File: config.mk
export PLATFORM = sky130hd
export DESIGN_NAME = co2_sensor_frame_receiver_core
export DESIGN_NICKNAME = d
export VERILOG_FILES = /design/src/co2sfr_pkg.sv /design/src/co2sfr_front.sv /design/src/co2sfr_fifo.sv /design/src/co2sfr_div.sv /design/src/co2sfr_back.sv /design/src/co2_sensor_frame_receiver_core.sv
export VERILOG_INCLUDE_DIRS = /design/src /design/src/src
export SDC_FILE = /design/constraint.sdc
export NUM_CORES = 1
export LEC_CHECK = 0
export ABC_AREA = 1
export BUFFER_PORTS_ARGS = -buffer_cell sky130_fd_sc_hd__buf_2
export CORE_MARGIN = 5
export CORE_UTILIZATION = 67
export DETAILED_ROUTE_END_ITERATION = 6
export GPL_ROUTABILITY_DRIVEN = 0
export PLACE_DENSITY = 0.86
export SYNTH_ARGS = -nofsm -noshare
export SYNTH_HDL_FRONTEND = slang
export SYNTH_HIERARCHICAL = 1
export SYNTH_SLANG_ARGS = --single-unit
File: constraint.sdc
create_clock -name clock -period 14.2 [get_ports clock]
set_clock_uncertainty 0.2 [all_clocks]
set_input_delay 0.71 -clock clock [delete_from_list [all_inputs] [get_ports clock]]
set_output_delay 0.71 -clock clock [all_outputs]
set_load 0.05 [all_outputs]
File: src/co2_sensor_frame_receiver_core_defines.svh
// Assertion macros for the gas sensor frame receiver.
// Included by co2sfr_back, the RTL file that carries concurrent assertions.
`ifndef CO2_SENSOR_FRAME_RECEIVER_CORE_DEFINES_SVH
`define CO2_SENSOR_FRAME_RECEIVER_CORE_DEFINES_SVH

`ifndef SYNTHESIS
`define CO2SFR_ASSERT(label, clk, rst, prop, msg) \
   label: assert property (@(posedge clk) disable iff (rst) (prop)) else $error(msg);
`define CO2SFR_ASSERT_NEXT(label, clk, rst, ante, cons, msg) \
   label: assert property (@(posedge clk) disable iff (rst) (ante) |=> (cons)) else $error(msg);
`else
`define CO2SFR_ASSERT(label, clk, rst, prop, msg)
`define CO2SFR_ASSERT_NEXT(label, clk, rst, ante, cons, msg)
`endif

`endif

File: src/co2sfr_pkg.sv
// Shared types and constants of the gas sensor frame receiver.
// Used by every module of the block; depends on nothing.
`default_nettype none

package co2sfr_pkg;

   localparam int COUNT_BITS      = 24;
   localparam int VALUE_BITS      = 16;
   localparam int TOTAL_BITS      = VALUE_BITS + COUNT_BITS;
   localparam int OUT_COUNT_BITS  = 24;
   localparam int CNT_EXT_BITS    = (COUNT_BITS > OUT_COUNT_BITS) ? COUNT_BITS : OUT_COUNT_BITS;
   localparam int DIV_CNT_BITS    = $clog2(TOTAL_BITS + 1);
   localparam int FIFO_DEPTH      = 2;
   localparam int FIFO_PTR_BITS   = $clog2(FIFO_DEPTH);
   localparam int FIFO_CNT_BITS   = $clog2(FIFO_DEPTH + 1);

   localparam logic [7:0]                START_BYTE    = 8'hFF;
   localparam logic [7:0]                REPLY_CODE    = 8'h86;
   localparam logic [3:0]                CHECK_POS     = 4'd8;
   localparam logic [VALUE_BITS-1:0]     MAX_PPM_RESET = 16'd5000;
   localparam logic [COUNT_BITS-1:0]     COUNT_MAX     = '1;
   localparam logic [OUT_COUNT_BITS-1:0] OUT_COUNT_MAX = '1;
   localparam logic [7:0]                FAIL_MAX      = 8'hFF;

   typedef enum logic [1:0] {
      FUNC_BYTE     = 2'd0,
      FUNC_START    = 2'd1,
      FUNC_DEADLINE = 2'd2,
      FUNC_CLEAR    = 2'd3
   } func_type;

   typedef enum logic [2:0] {
      STATUS_IDLE    = 3'd0,
      STATUS_GOOD    = 3'd1,
      STATUS_BAD     = 3'd2,
      STATUS_OVER    = 3'd3,
      STATUS_TIMEOUT = 3'd4
   } status_type;

   typedef enum logic [2:0] {
      EV_NONE    = 3'd0,
      EV_GOOD    = 3'd1,
      EV_BAD     = 3'd2,
      EV_OVER    = 3'd3,
      EV_TIMEOUT = 3'd4,
      EV_CLEAR   = 3'd5
   } ev_kind_type;

   typedef struct packed {
      ev_kind_type           kind;
      logic [VALUE_BITS-1:0] value;
   } event_type;

   typedef struct packed {
      logic full;
      logic empty;
   } fifo_status_type;

   typedef struct packed {
      logic                  done;
      logic [VALUE_BITS-1:0] quotient;
   } div_result_type;

endpackage

`default_nettype wire

File: src/co2sfr_front.sv
// Front end: holds the limit register, assembles reply frames and classifies
// each request into one event for the back end. Depends on co2sfr_pkg.
`default_nettype none

module co2sfr_front (
   input  wire logic                  clock,
   input  wire logic                  reset,
   input  wire logic                  req_valid,
   input  wire logic [1:0]            req_func,
   input  wire logic [7:0]            req_rx_byte,
   input  wire logic                  csr_valid,
   input  wire logic [15:0]           csr_data,
   input  wire co2sfr_pkg::fifo_status_type fifo_status,
   output logic                       push,
   output co2sfr_pkg::event_type      push_event
);
   import co2sfr_pkg::*;

   logic                  frame_open_ff, frame_open_in;
   logic [3:0]            bytes_taken_ff, bytes_taken_in;
   logic [7:0]            reply_code_ff, reply_code_in;
   logic [7:0]            value_high_ff, value_high_in;
   logic [7:0]            value_low_ff, value_low_in;
   logic [7:0]            byte_sum_ff, byte_sum_in;
   logic [VALUE_BITS-1:0] max_ppm_ff, max_ppm_in;
   logic [VALUE_BITS-1:0] frame_value;
   logic [7:0]            expect_check;
   func_type              func;

   assign push         = req_valid && !fifo_status.full;
   assign func         = func_type'(req_func);
   assign frame_value  = {value_high_ff, value_low_ff};
   assign expect_check = 8'(8'd0 - byte_sum_ff);
   assign max_ppm_in   = csr_valid ? csr_data : max_ppm_ff;

   always_comb begin
      frame_open_in    = frame_open_ff;
      bytes_taken_in   = bytes_taken_ff;
      reply_code_in    = reply_code_ff;
      value_high_in    = value_high_ff;
      value_low_in     = value_low_ff;
      byte_sum_in      = byte_sum_ff;
      push_event.kind  = EV_NONE;
      push_event.value = frame_value;
      unique case (func)
         FUNC_BYTE: begin
            if (frame_open_ff) begin
               if (bytes_taken_ff == 4'd0) begin
                  if (req_rx_byte == START_BYTE) begin
                     bytes_taken_in = 4'd1;
                     byte_sum_in    = 8'd0;
                  end
               end else if (bytes_taken_ff == CHECK_POS) begin
                  frame_open_in  = 1'b0;
                  bytes_taken_in = 4'd0;
                  if (reply_code_ff != REPLY_CODE || req_rx_byte != expect_check) begin
                     push_event.kind = EV_BAD;
                  end else if (frame_value > max_ppm_ff) begin
                     push_event.kind = EV_OVER;
                  end else begin
                     push_event.kind = EV_GOOD;
                  end
               end else begin
                  if (bytes_taken_ff == 4'd1) begin
                     reply_code_in = req_rx_byte;
                  end
                  if (bytes_taken_ff == 4'd2) begin
                     value_high_in = req_rx_byte;
                  end
                  if (bytes_taken_ff == 4'd3) begin
                     value_low_in = req_rx_byte;
                  end
                  byte_sum_in    = 8'(byte_sum_ff + req_rx_byte);
                  bytes_taken_in = 4'(bytes_taken_ff + 4'd1);
               end
            end
         end
         FUNC_START: begin
            frame_open_in  = 1'b1;
            bytes_taken_in = 4'd0;
            byte_sum_in    = 8'd0;
         end
         FUNC_DEADLINE: begin
            if (frame_open_ff) begin
               frame_open_in   = 1'b0;
               bytes_taken_in  = 4'd0;
               push_event.kind = EV_TIMEOUT;
            end
         end
         FUNC_CLEAR: begin
            push_event.kind = EV_CLEAR;
         end
         default: begin
            push_event.kind = EV_NONE;
         end
      endcase
   end

   always_ff @(posedge clock) begin
      if (reset) begin
         frame_open_ff  <= 1'b0;
         bytes_taken_ff <= 4'd0;
         reply_code_ff  <= 8'd0;
         value_high_ff  <= 8'd0;
         value_low_ff   <= 8'd0;
         byte_sum_ff    <= 8'd0;
         max_ppm_ff     <= MAX_PPM_RESET;
      end else begin
         max_ppm_ff <= max_ppm_in;
         if (push) begin
            frame_open_ff  <= frame_open_in;
            bytes_taken_ff <= bytes_taken_in;
            reply_code_ff  <= reply_code_in;
            value_high_ff  <= value_high_in;
            value_low_ff   <= value_low_in;
            byte_sum_ff    <= byte_sum_in;
         end
      end
   end

endmodule

`default_nettype wire

File: src/co2sfr_fifo.sv
// Short event queue between the front end and the back end.
// Depends on co2sfr_pkg for the event type and the queue depth.
`default_nettype none

module co2sfr_fifo (
   input  wire logic                   clock,
   input  wire logic                   reset,
   input  wire logic                   push,
   input  wire co2sfr_pkg::event_type  push_event,
   input  wire logic                   pop,
   output co2sfr_pkg::event_type       head_event,
   output co2sfr_pkg::fifo_status_type status
);
   import co2sfr_pkg::*;

   event_type                entry_ff [FIFO_DEPTH];
   logic [FIFO_PTR_BITS-1:0] wr_ptr_ff, wr_ptr_in;
   logic [FIFO_PTR_BITS-1:0] rd_ptr_ff, rd_ptr_in;
   logic [FIFO_CNT_BITS-1:0] count_ff, count_in;

   assign status.full  = (count_ff == FIFO_CNT_BITS'(FIFO_DEPTH));
   assign status.empty = (count_ff == '0);
   assign head_event   = entry_ff[rd_ptr_ff];

   always_comb begin
      wr_ptr_in = push ? FIFO_PTR_BITS'(wr_ptr_ff + 1'b1) : wr_ptr_ff;
      rd_ptr_in = pop  ? FIFO_PTR_BITS'(rd_ptr_ff + 1'b1) : rd_ptr_ff;
      count_in  = count_ff;
      if (push && !pop) begin
         count_in = FIFO_CNT_BITS'(count_ff + 1'b1);
      end else if (pop && !push) begin
         count_in = FIFO_CNT_BITS'(count_ff - 1'b1);
      end
   end

   always_ff @(posedge clock) begin
      if (reset) begin
         wr_ptr_ff <= '0;
         rd_ptr_ff <= '0;
         count_ff  <= '0;
      end else begin
         wr_ptr_ff <= wr_ptr_in;
         rd_ptr_ff <= rd_ptr_in;
         count_ff  <= count_in;
      end
      if (push) begin
         entry_ff[wr_ptr_ff] <= push_event;
      end
   end

endmodule

`default_nettype wire

File: src/co2sfr_div.sv
// Restoring divider, one quotient bit per cycle, for the window mean.
// Depends on co2sfr_pkg for the operand widths.
`default_nettype none

module co2sfr_div (
   input  wire logic                              clock,
   input  wire logic                              reset,
   input  wire logic                              start,
   input  wire logic [co2sfr_pkg::TOTAL_BITS-1:0] dividend,
   input  wire logic [co2sfr_pkg::COUNT_BITS-1:0] divisor,
   output co2sfr_pkg::div_result_type             result
);
   import co2sfr_pkg::*;

   logic [DIV_CNT_BITS-1:0] iter_ff, iter_in;
   logic                    done_ff, done_in;
   logic [COUNT_BITS-1:0]   rem_ff, rem_in;
   logic [TOTAL_BITS-1:0]   quo_ff, quo_in;
   logic [COUNT_BITS-1:0]   div_ff, div_in;
   logic [COUNT_BITS:0]     rem_shift;
   logic                    fits;

   assign rem_shift       = {rem_ff, quo_ff[TOTAL_BITS-1]};
   assign fits            = (rem_shift >= {1'b0, div_ff});
   assign result.done     = done_ff;
   assign result.quotient = quo_ff[VALUE_BITS-1:0];

   always_comb begin
      iter_in = iter_ff;
      done_in = 1'b0;
      rem_in  = rem_ff;
      quo_in  = quo_ff;
      div_in  = div_ff;
      if (start) begin
         iter_in = DIV_CNT_BITS'(TOTAL_BITS);
         rem_in  = '0;
         quo_in  = dividend;
         div_in  = divisor;
      end else if (iter_ff != '0) begin
         iter_in = DIV_CNT_BITS'(iter_ff - 1'b1);
         done_in = (iter_ff == DIV_CNT_BITS'(1));
         rem_in  = fits ? COUNT_BITS'(rem_shift - {1'b0, div_ff}) : rem_shift[COUNT_BITS-1:0];
         quo_in  = {quo_ff[TOTAL_BITS-2:0], fits};
      end
   end

   always_ff @(posedge clock) begin
      if (reset) begin
         iter_ff <= '0;
         done_ff <= 1'b0;
      end else begin
         iter_ff <= iter_in;
         done_ff <= done_in;
      end
      rem_ff <= rem_in;
      quo_ff <= quo_in;
      div_ff <= div_in;
   end

endmodule

`default_nettype wire

File: src/co2sfr_back.sv
// Back end: applies queued events to the reading and window state, runs the
// mean division and holds the result register. Depends on co2sfr_pkg,
// co2sfr_div and the assertion macro header.
`default_nettype none
`include "co2_sensor_frame_receiver_core_defines.svh"

module co2sfr_back (
   input  wire logic                       clock,
   input  wire logic                       reset,
   input  wire co2sfr_pkg::event_type      head_event,
   input  wire co2sfr_pkg::fifo_status_type fifo_status,
   output logic                            pop,
   input  wire logic                       rsp_stall,
   output logic                            rsp_valid,
   output logic [2:0]                      rsp_status,
   output logic [15:0]                     rsp_reading_ppm,
   output logic [7:0]                      rsp_error_run,
   output logic                            rsp_has_reading,
   output logic [15:0]                     rsp_window_peak,
   output logic [15:0]                     rsp_window_mean,
   output logic [23:0]                     rsp_window_count
);
   import co2sfr_pkg::*;

   typedef enum logic [1:0] {
      ST_IDLE,
      ST_START,
      ST_DIV,
      ST_OUT
   } state_type;

   state_type             state_ff, state_in;
   status_type            status_ff, status_in;
   logic [VALUE_BITS-1:0] last_value_ff, last_value_in;
   logic [7:0]            fail_count_ff, fail_count_in;
   logic                  seen_good_ff, seen_good_in;
   logic [VALUE_BITS-1:0] peak_value_ff, peak_value_in;
   logic [TOTAL_BITS-1:0] value_total_ff, value_total_in;
   logic [COUNT_BITS-1:0] sample_total_ff, sample_total_in;
   logic [VALUE_BITS-1:0] mean_ff, mean_in;
   logic                  rsp_valid_ff, rsp_valid_in;
   logic [2:0]            rsp_status_ff, rsp_status_in;
   logic [15:0]           rsp_reading_ff, rsp_reading_in;
   logic [7:0]            rsp_error_ff, rsp_error_in;
   logic                  rsp_has_ff, rsp_has_in;
   logic [15:0]           rsp_peak_ff, rsp_peak_in;
   logic [15:0]           rsp_mean_ff, rsp_mean_in;
   logic [23:0]           rsp_count_ff, rsp_count_in;
   logic [CNT_EXT_BITS-1:0] count_ext;
   logic                  div_start;
   div_result_type        div_result;

   co2sfr_div u_div (
      .clock    (clock),
      .reset    (reset),
      .start    (div_start),
      .dividend (value_total_ff),
      .divisor  (sample_total_ff),
      .result   (div_result)
   );

   assign count_ext        = CNT_EXT_BITS'(sample_total_ff);
   assign rsp_valid        = rsp_valid_ff;
   assign rsp_status       = rsp_status_ff;
   assign rsp_reading_ppm  = rsp_reading_ff;
   assign rsp_error_run    = rsp_error_ff;
   assign rsp_has_reading  = rsp_has_ff;
   assign rsp_window_peak  = rsp_peak_ff;
   assign rsp_window_mean  = rsp_mean_ff;
   assign rsp_window_count = rsp_count_ff;

   always_comb begin
      state_in        = state_ff;
      status_in       = status_ff;
      last_value_in   = last_value_ff;
      fail_count_in   = fail_count_ff;
      seen_good_in    = seen_good_ff;
      peak_value_in   = peak_value_ff;
      value_total_in  = value_total_ff;
      sample_total_in = sample_total_ff;
      mean_in         = mean_ff;
      pop             = 1'b0;
      div_start       = 1'b0;
      rsp_valid_in    = rsp_valid_ff && rsp_stall;
      rsp_status_in   = rsp_status_ff;
      rsp_reading_in  = rsp_reading_ff;
      rsp_error_in    = rsp_error_ff;
      rsp_has_in      = rsp_has_ff;
      rsp_peak_in     = rsp_peak_ff;
      rsp_mean_in     = rsp_mean_ff;
      rsp_count_in    = rsp_count_ff;
      unique case (state_ff)
         ST_IDLE: begin
            if (!fifo_status.empty) begin
               pop      = 1'b1;
               state_in = ST_START;
               unique case (head_event.kind)
                  EV_GOOD: begin
                     status_in     = STATUS_GOOD;
                     last_value_in = head_event.value;
                     fail_count_in = 8'd0;
                     seen_good_in  = 1'b1;
                     if (sample_total_ff != COUNT_MAX) begin
                        value_total_in  = TOTAL_BITS'(value_total_ff
                                                      + TOTAL_BITS'(head_event.value));
                        sample_total_in = COUNT_BITS'(sample_total_ff + 1'b1);
                     end
                     if (head_event.value > peak_value_ff) begin
                        peak_value_in = head_event.value;
                     end
                  end
                  EV_BAD, EV_OVER, EV_TIMEOUT: begin
                     if (head_event.kind == EV_BAD) begin
                        status_in = STATUS_BAD;
                     end else if (head_event.kind == EV_OVER) begin
                        status_in = STATUS_OVER;
                     end else begin
                        status_in = STATUS_TIMEOUT;
                     end
                     if (fail_count_ff != FAIL_MAX) begin
                        fail_count_in = 8'(fail_count_ff + 8'd1);
                     end
                  end
                  EV_CLEAR: begin
                     status_in       = STATUS_IDLE;
                     value_total_in  = '0;
                     sample_total_in = '0;
                     peak_value_in   = '0;
                  end
                  default: begin
                     status_in = STATUS_IDLE;
                  end
               endcase
            end
         end
         ST_START: begin
            if (sample_total_ff == '0) begin
               mean_in  = '0;
               state_in = ST_OUT;
            end else begin
               div_start = 1'b1;
               state_in  = ST_DIV;
            end
         end
         ST_DIV: begin
            if (div_result.done) begin
               mean_in  = div_result.quotient;
               state_in = ST_OUT;
            end
         end
         ST_OUT: begin
            if (!rsp_valid_ff || !rsp_stall) begin
               rsp_valid_in   = 1'b1;
               rsp_status_in  = status_ff;
               rsp_reading_in = last_value_ff;
               rsp_error_in   = fail_count_ff;
               rsp_has_in     = seen_good_ff;
               rsp_peak_in    = peak_value_ff;
               rsp_mean_in    = mean_ff;
               rsp_count_in   = (count_ext > CNT_EXT_BITS'(OUT_COUNT_MAX))
                                ? OUT_COUNT_MAX : count_ext[OUT_COUNT_BITS-1:0];
               state_in       = ST_IDLE;
            end
         end
         default: begin
            state_in = ST_IDLE;
         end
      endcase
   end

   always_ff @(posedge clock) begin
      if (reset) begin
         state_ff        <= ST_IDLE;
         last_value_ff   <= '0;
         fail_count_ff   <= 8'd0;
         seen_good_ff    <= 1'b0;
         peak_value_ff   <= '0;
         value_total_ff  <= '0;
         sample_total_ff <= '0;
         rsp_valid_ff    <= 1'b0;
      end else begin
         state_ff        <= state_in;
         last_value_ff   <= last_value_in;
         fail_count_ff   <= fail_count_in;
         seen_good_ff    <= seen_good_in;
         peak_value_ff   <= peak_value_in;
         value_total_ff  <= value_total_in;
         sample_total_ff <= sample_total_in;
         rsp_valid_ff    <= rsp_valid_in;
      end
      status_ff      <= status_in;
      mean_ff        <= mean_in;
      rsp_status_ff  <= rsp_status_in;
      rsp_reading_ff <= rsp_reading_in;
      rsp_error_ff   <= rsp_error_in;
      rsp_has_ff     <= rsp_has_in;
      rsp_peak_ff    <= rsp_peak_in;
      rsp_mean_ff    <= rsp_mean_in;
      rsp_count_ff   <= rsp_count_in;
   end

   `CO2SFR_ASSERT(a_done_in_div, clock, reset, !div_result.done || state_ff == ST_DIV, "divider finished outside the divide state")
   `CO2SFR_ASSERT_NEXT(a_window_hold, clock, reset, !pop, $stable(sample_total_ff), "window count changed without a queued event")
   `CO2SFR_ASSERT_NEXT(a_good_clears, clock, reset, pop && head_event.kind == EV_GOOD, fail_count_ff == 8'd0, "good reading left the error run set")

endmodule

`default_nettype wire

File: src/co2_sensor_frame_receiver_core.sv
// Top level of the gas sensor reply frame receiver.
// Depends on co2sfr_pkg, co2sfr_front, co2sfr_fifo and co2sfr_back.
//
//   Channel  Prefix  Handshake       Moves
//   request  req_    valid / stall   func code and received byte
//   result   rsp_    valid / stall   status, reading and window statistics
//   config   csr_    valid / ready   max_ppm limit, always ready
//
// The front end takes a request whenever the two-entry queue has room.
// In the back end each result passes through the idle, start, divide and output states; the 40-step serial
// divider forms the window mean, and an empty window skips the divider.
// Reset is synchronous; it clears the control, reading and window state and sets the limit to 5000 ppm.
// A stalled result holds in the output register while the next item proceeds.
`default_nettype none

module co2_sensor_frame_receiver_core (
   input  wire logic        clock,
   input  wire logic        reset,
   input  wire logic        req_valid,
   output logic             req_stall,
   input  wire logic [1:0]  req_func,
   input  wire logic [7:0]  req_rx_byte,
   output logic             rsp_valid,
   input  wire logic        rsp_stall,
   output logic [2:0]       rsp_status,
   output logic [15:0]      rsp_reading_ppm,
   output logic [7:0]       rsp_error_run,
   output logic             rsp_has_reading,
   output logic [15:0]      rsp_window_peak,
   output logic [15:0]      rsp_window_mean,
   output logic [23:0]      rsp_window_count,
   input  wire logic        csr_valid,
   output logic             csr_ready,
   input  wire logic [15:0] csr_data
);
   import co2sfr_pkg::*;

   logic            push;
   logic            pop;
   event_type       push_event;
   event_type       head_event;
   fifo_status_type fifo_status;

   assign req_stall = fifo_status.full;
   assign csr_ready = 1'b1;

   co2sfr_front u_front (
      .clock       (clock),
      .reset       (reset),
      .req_valid   (req_valid),
      .req_func    (req_func),
      .req_rx_byte (req_rx_byte),
      .csr_valid   (csr_valid),
      .csr_data    (csr_data),
      .fifo_status (fifo_status),
      .push        (push),
      .push_event  (push_event)
   );

   co2sfr_fifo u_fifo (
      .clock      (clock),
      .reset      (reset),
      .push       (push),
      .push_event (push_event),
      .pop        (pop),
      .head_event (head_event),
      .status     (fifo_status)
   );

   co2sfr_back u_back (
      .clock            (clock),
      .reset            (reset),
      .head_event       (head_event),
      .fifo_status      (fifo_status),
      .pop              (pop),
      .rsp_stall        (rsp_stall),
      .rsp_valid        (rsp_valid),
      .rsp_status       (rsp_status),
      .rsp_reading_ppm  (rsp_reading_ppm),
      .rsp_error_run    (rsp_error_run),
      .rsp_has_reading  (rsp_has_reading),
      .rsp_window_peak  (rsp_window_peak),
      .rsp_window_mean  (rsp_window_mean),
      .rsp_window_count (rsp_window_count)
   );

endmodule

`default_nettype wire

==> impl_metrics.yaml, run 1 <==
outcome:
  status: "complete, no violations"
global_routing:
  grt_pass1_wl_um: 86400
  grt-ovfl-total: 0
  grt_usage_pct: 29.4
  antenna_found_initial: 2
  grt_pass1_vias: 17600
  grt_start_max_net_pins: 61
hold_path:
  whs_endpoint: "u_front/max_ppm_ff[12]$_SDFFE_PP1P_"
  hold_path.class: "input port to register"
  hold_depth: 3
  hold_start: "csr_data[12]"
drt:
  firstDrtPassIters: 6
  drtIter0Drc: 1996
  routedWlPerCell_um: 16.9
  num_vias: 18200
  via_per_inst: 5.77
  antenna_left: 0
  drc: 0
  drt_wl_total_um: 53300
logic_synthesis:
  yosys.area.top_type: "edfxtp_1"
  yosys.area_share.simple_pct: 27.0
  synth_seq_cells: 402
  syn_area_per_cell_um2: 7.98
  synth_enable_flop_cells: 205
  syn-num-nets: 2789
  synthesis.instances: 2656
  synth_area_um2: 21200
  synth_area_leaders: "edfxtp_1, dfxtp_1, nand2_1"
  ys_types: 57
  synth-xor-area-share_pct: 0.992
  synth_compound_area_share_pct: 7.56
  muxShareOfSynthArea_pct: 1.19
  synthArstFlopShare_pct: 0
  synth_adder_area_share_pct: 6.13
  synth_top_area_share_pct: 29.0
  synth-warning-count: 6
  synth_top_family_by_area: "simple AND/OR/NAND/NOR gates"
  ys.flop_type: "edfxtp_1"
  ys_seq_area_share_pct: 47.7
sta:
  fmax_mhz: 257
  fin_hold_ws_ns: 0.180
  setup_viol: 0
  finalSetupTns_ns: 0
  worst_pin_slew_ns: 1.02
  rsz0062_at_grt: "no"
  slew_viol_final: 0
  relSlewSlack_pct: 31.9
  period_minus_slack_ns: 3.89
  timing.final.crit_share_pct: 27.4
  fin_ws_ns: 10.31
  hold_violations: 0
clock_network:
  cts_root_buf: "clkbuf_16"
  cts-buffers-inserted: 41
  clock_path_buffers: 3
  tritoncts: "built"
  cts_num_sinks: 402
  holdBufCountCts: 0
  post_cts_resized: 0
  htree_levels: 2
  insertion_delay_ns: 0.56
  cts_setup_buffers: 0
  clk_pin_slew_ns: 0.06
setup_path:
  cp-start-kind: "register"
  end_kind: "register"
  cp_max_fo: 21
  path_class: "register to register"
  r2r.worst_path.cells: 10
  r2r_slack_ns: 10.31
  cp.required_ns: 14.45
  arrival_ns: 4.14
  r2r_end: "u_back/fail_count_ff[6]$_SDFFE_PP0P_"
placement:
  portBuffers: 116
  dpl.hpwl_um: 37200
  pre_cts_ws_ns: 10.46
power_and_ir_drop:
  clockPowerShare_pct: 25.4
  seq_power_share_pct: 39.1
  pwr-share-comb_pct: 35.4
  p_switching_mw: 1.62
  p_per_area_nw_per_um2: 181
  p_sw_share_pct: 38.7
  leakage_nw: 10.4
  internal_power_mw: 2.56
  max-vdd-ir-drop_v: 0.000141
floorplanning:
  fp-row-count: 65
  fp.dieW_um: 188
  fp.dieH_um: 188
  design.die.area_um2: 35300
  fp.coreArea_um2: 31400
  start_util_pct: 67.5
  ioPinCount: 118
layout:
  fin_util_pct: 73.5
  fillCellCount: 2253
  layout_common_cells: "nand2_1, inv_1, nor2_1"
  nets: 2853
  final_layout_size_suffix_gt1_share_pct: 10.8
  syn_to_final_growth_pct: 8.84
  final_common_cell: "nand2_1"
flow_run:
  drv_cap: 0
==> cells by family after synthesis <==
family / Yosys count
AND/OR/NAND/NOR: 1334
buffers and inverters: 469
adder cells (fa/ha/maj): 102
XOR/XNOR: 24
multiplexers: 19
other: 1
AO/OA/AOI/OAI: 305
flip-flops: 402
==> synth_stat cells, drive strengths merged (2+ instances only) <==
cell type,instances
nand3b,16
dfxtp,197
o21bai,3
mux2,19
ha,99
nor4,7
nor2,317
fa,3
edfxtp,205
buf,45
a21o,3
clkbuf,58
inv,365
a22oi,2
a211oi,2
o21a,3
nand4,39
nand2,758
nor3b,2
nand3,152
xor2,11
a21oi,165
a31oi,4
xnor2,13
or2,7
o21ai,119
nor3,35
==> metrics by stage <==
stage | instances | instance area (um2) | power [mW]
final | 3157 | 23100 | 4.18
after global routing | 3155 | 23100 | 4.43
after CTS | 3154 | 23100 | 4.16
after detailed placement | 3079 | 21700 | 3.08
after global placement | 3079 | 21700 | 3.01
after floorplan | 2656 | 21200 | 2.79
==> worst max-delay path by stage <==
stage,slack [ns],cells past startpoint,endpoint,start
after floorplan,8.76,1,u_back/rsp_error_run[0]$_DFFE_PP_,rsp_stall
after global placement,10.64,11,u_back/value_total_ff[24]$_SDFFE_PP0P_,register
after detailed placement,10.46,9,u_back/fail_count_ff[4]$_SDFFE_PP0P_,register
after CTS,10.41,9,u_back/fail_count_ff[6]$_SDFFE_PP0P_,register
after global routing,10.02,10,u_back/fail_count_ff[4]$_SDFFE_PP0P_,register
final,10.31,10,u_back/fail_count_ff[6]$_SDFFE_PP0P_,register
==> metal layers <==
metal	GRT usage, %	vias to the layer above	wire length, um	part of all wire, %
met5	0	-	8	0.015
met4	12.8	2	2280	4.3
met3	4.60	199	4030	7.6
met1	37.3	8439	21100	40
li1	-	8674	-	-
met2	50.2	887	25800	49
==> power groups by stage <==
| stage | clock network, mW | registers [mW] | logic (mW) |
|---|---|---|---|
| after floorplan | 0 | 1.70 | 1.09 |
| after global placement | 0 | 1.64 | 1.36 |
| after detailed placement | 0 | 1.65 | 1.43 |
| after CTS | 1.08 | 1.63 | 1.45 |
| after global routing | 1.13 | 1.66 | 1.64 |
| final | 1.06 | 1.64 | 1.48 |
==> state kept, by name (all words and copies together) (netlist names), 24 cells and up, named ones only <==
register and count:
u_back/count_ext 24, u_back/u_div/rem_ff 24, u_fifo/entry_ff 38, u_back/value_total_ff 40, u_back/u_div/quo_ff 40, u_back/u_div/div_ff 24, u_back/rsp_window_count 24
==> worst max-delay path, cell delays in order (launching register included) <==
cell     delay, ns
dfxtp_1       0.98
mux2_2        0.34
inv_2         0.05
nor2_1        0.23
nand2_1       0.15
nor2_2        0.71
inv_2         0.32
nand2_1       0.37
inv_2         0.11
nor3_1        0.21
nor2_1        0.08
==> final cells by class <==
class | count | area, um2 | area share [%]
antenna | 3 | 7.51 | 0.0325
inverter | 366 | 1380 | 5.98
tap | 402 | 503 | 2.18
clock inverter | 22 | 246 | 1.07
clock buffer | 53 | 1080 | 4.69
sequential | 402 | 10100 | 43.8
multi-input combinational | 1785 | 9110 | 39.5
timing repair buffer | 124 | 641 | 2.78
(Power assumes the default switching activity.)
==> inputs of run 2 (changes only) <==
Settings changed: ABC_AREA 1 to 0, CORE_UTILIZATION 67 to 55, PLACE_DENSITY 0.86 to 0.76.
Clock period 14.2 ns to 3.12 ns, I/O delays scaled along.
==> impl_metrics.yaml, run 2 <==
outcome:
  status: "finished with violations"
  failed_checks: "setup timing"
logic_synthesis:
  synth_area_um2: 19200
  synth.most_common_cell: "edfxtp_1"
  synth-warning-count: 6
  synth_enable_flop_cells: 205
  ys_types: 96
  synthTopCellsByCount: "edfxtp_1, dfxtp_1, nor2_1"
  synth_area_leaders: "edfxtp_1, dfxtp_1, ha_1"
  synthesis.instances: 1811
  ys_seq_area_share_pct: 52.6
  yosys.area.top_type: "edfxtp_1"
  synth_seq_cells: 402
  synthArstFlopShare_pct: 0
  syn_area_per_cell_um2: 10.6
  syn-num-nets: 1944
  ys.flop_type: "edfxtp_1"
  synth_top_area_share_pct: 32.0
global_routing:
  antenna_found_initial: 0
  grt-ovfl-total: 0
  grt_start_max_net_pins: 59
  grt_pass1_wl_um: 73600
  grt_usage_pct: 23.1
  grt_pass1_vias: 14400
sta:
  worst_pin_slew_ns: 0.744
  hold_violations: 0
  timing.final.crit_share_pct: 106
  slew_viol_final: 0
  fin_ws_ns: -0.172
  fmax_mhz: 304
  period_minus_slack_ns: 3.29
  relSlewSlack_pct: 50.4
  fin_hold_ws_ns: 0.0373
  rsz0062_at_grt: "yes"
  finalSetupTns_ns: -2.01
  setup_viol: 31
layout:
  largest_registers: "u_back/u_div/quo_ff (40), u_back/value_total_ff (40), u_fifo/entry_ff (38)"
  syn_to_final_growth_pct: 21.3
  final_area_um2: 23300
  nets: 2152
  finalNonFillerCells: 2507
  diodes: 0
  final_layout_size_suffix_gt1_share_pct: 22.6
  layout_common_cells: "edfxtp_1, dfxtp_1, nor2_1"
  seqCellArea_um2: 10100
  multi_input_area_um2: 8890
  fillCellCount: 2480
  final_common_cell: "edfxtp_1"
hold_path:
  hold_start: "req_valid"
  hold_path.class: "input port to register"
  hold_depth: 5
drt:
  wl_met3_um: 2760
  met1_length_um: 19400
  drc: 0
  firstDrtPassIters: 5
  met2_length_um: 23800
  highest_layer: "met4"
  num_vias: 14700
  drtIter0Drc: 1211
  drt_wl_total_um: 47800
  routedWlPerCell_um: 19.1
  antenna_left: 0
  via_per_inst: 5.85
clock_network:
  cts_num_sinks: 402
  clock_path_buffers: 3
  tritoncts: "built"
  cts-buffers-inserted: 42
  insertion_delay_ns: 0.56
  cts_root_buf: "clkbuf_16"
  clk_pin_slew_ns: 0.06
  htree_levels: 2
floorplanning:
  design.die.area_um2: 38800
  fp.dieH_um: 197
  fp.coreArea_um2: 34500
  fp.dieW_um: 197
  ioPinCount: 118
  fp-row-count: 68
  start_util_pct: 55.6
setup_path:
  arrival_ns: 3.49
  end_kind: "register"
  cp_max_fo: 7
  cp-start-kind: "register"
  r2r_slack_ns: -0.17
  r2r.worst_path.cells: 13
  cp.required_ns: 3.32
  path_class: "register to register"
  endpoint: "u_back/value_total_ff[32]$_SDFFE_PP0P_"
  r2r_end: "u_back/value_total_ff[32]$_SDFFE_PP0P_"
power_and_ir_drop:
  max-vdd-ir-drop_v: 0.000497
  power_mw: 19.6
  p_per_area_nw_per_um2: 843
  leakage_nw: 8.81
placement:
  dpl.hpwl_um: 31200
  placedInstanceArea_um2: 20700
  place_inst: 2366
  portBuffers: 116
flow_run:
  drv_cap: 0
run 2: cell types whose count changed after synthesis, moves of 50 or more:
cell	delta
inv_1	-257
mux2_2	+50
nand2_1	-598
nand3_1	-61
nor2_1	-130
o21ai_0	-75
run 2: how the worst min path moves through the flow:
stage | to
final | u_front/bytes_taken_ff[0]$_SDFFE_PP0P_
after global routing | u_front/bytes_taken_ff[0]$_SDFFE_PP0P_
after CTS | u_front/bytes_taken_ff[0]$_SDFFE_PP0P_
after detailed placement | u_front/max_ppm_ff[12]$_SDFFE_PP1P_
after global placement | u_front/max_ppm_ff[9]$_SDFFE_PP1P_
after floorplan | u_back/u_div/iter_ff[3]$_SDFFE_PP0P_
run 2: area by class of cell:
cell class,count,share of cell area (%)
clock buffer,59,5.13
clock inverter,18,0.650
inverter,90,1.47
multi-input combinational,1208,38.1
sequential,402,43.4
tap,455,2.44
timing repair buffer,275,8.81
run 2: cells by family after synthesis:
family | Yosys count | synth area share, %
AND/OR/NAND/NOR | 585 | 15.1
flip-flops | 402 | 52.6
AO/OA/AOI/OAI | 343 | 11.9
buffers and inverters | 201 | 4.68
adder cells (fa/ha/maj) | 102 | 6.76
XOR/XNOR | 95 | 4.33
multiplexers | 82 | 4.66
other | 1 | 0.0195
run 2: layer usage:
layer  vias up  track usage [%]
met5         -                0
met2       573             39.7
met3       129             3.13
li1       6918                -
met1      7037             29.8
met4         0             8.76
run 2: power breakdown:
group          internal [mW]  switching [mW]  leakage [nW]
registers               6.84           0.532          3.57
logic                   3.17            4.21          4.57
clock network           2.85            2.05         0.663
run 2: critical path: stages, from the launching register on:
cell,delay [ns]
dfxtp_4,0.36
buf_12,0.14
mux2_2,0.27
buf_4,0.16
inv_1,0.07
fa_2,0.41
nor2b_2,0.26
o31ai_4,0.11
a211oi_4,0.32
o311ai_4,0.18
buf_12,0.18
a211oi_4,0.23
xnor2_1,0.17
nor2_1,0.07
run 2: per-stage QoR:
stage / util [%] / setup WS [ns]
global route: 67.5 / -0.247
floorplan: - / 0.00494
detailed placement: 59.8 / -0.235
global placement: 59.8 / -0.203
finish: 67.5 / -0.172
CTS: 65.3 / -0.0463
run 2: repair_timing:
action / 4_1_cts / 5_1_grt
buffers inserted: 2 / 8
gates resized for setup: 5 / 129
pin swaps: 3 / 37
hold endpoints to repair: 81 / 0
gates cloned: 0 / 6
hold buffers: 50 / 0
setup endpoints to repair: 17 / 61
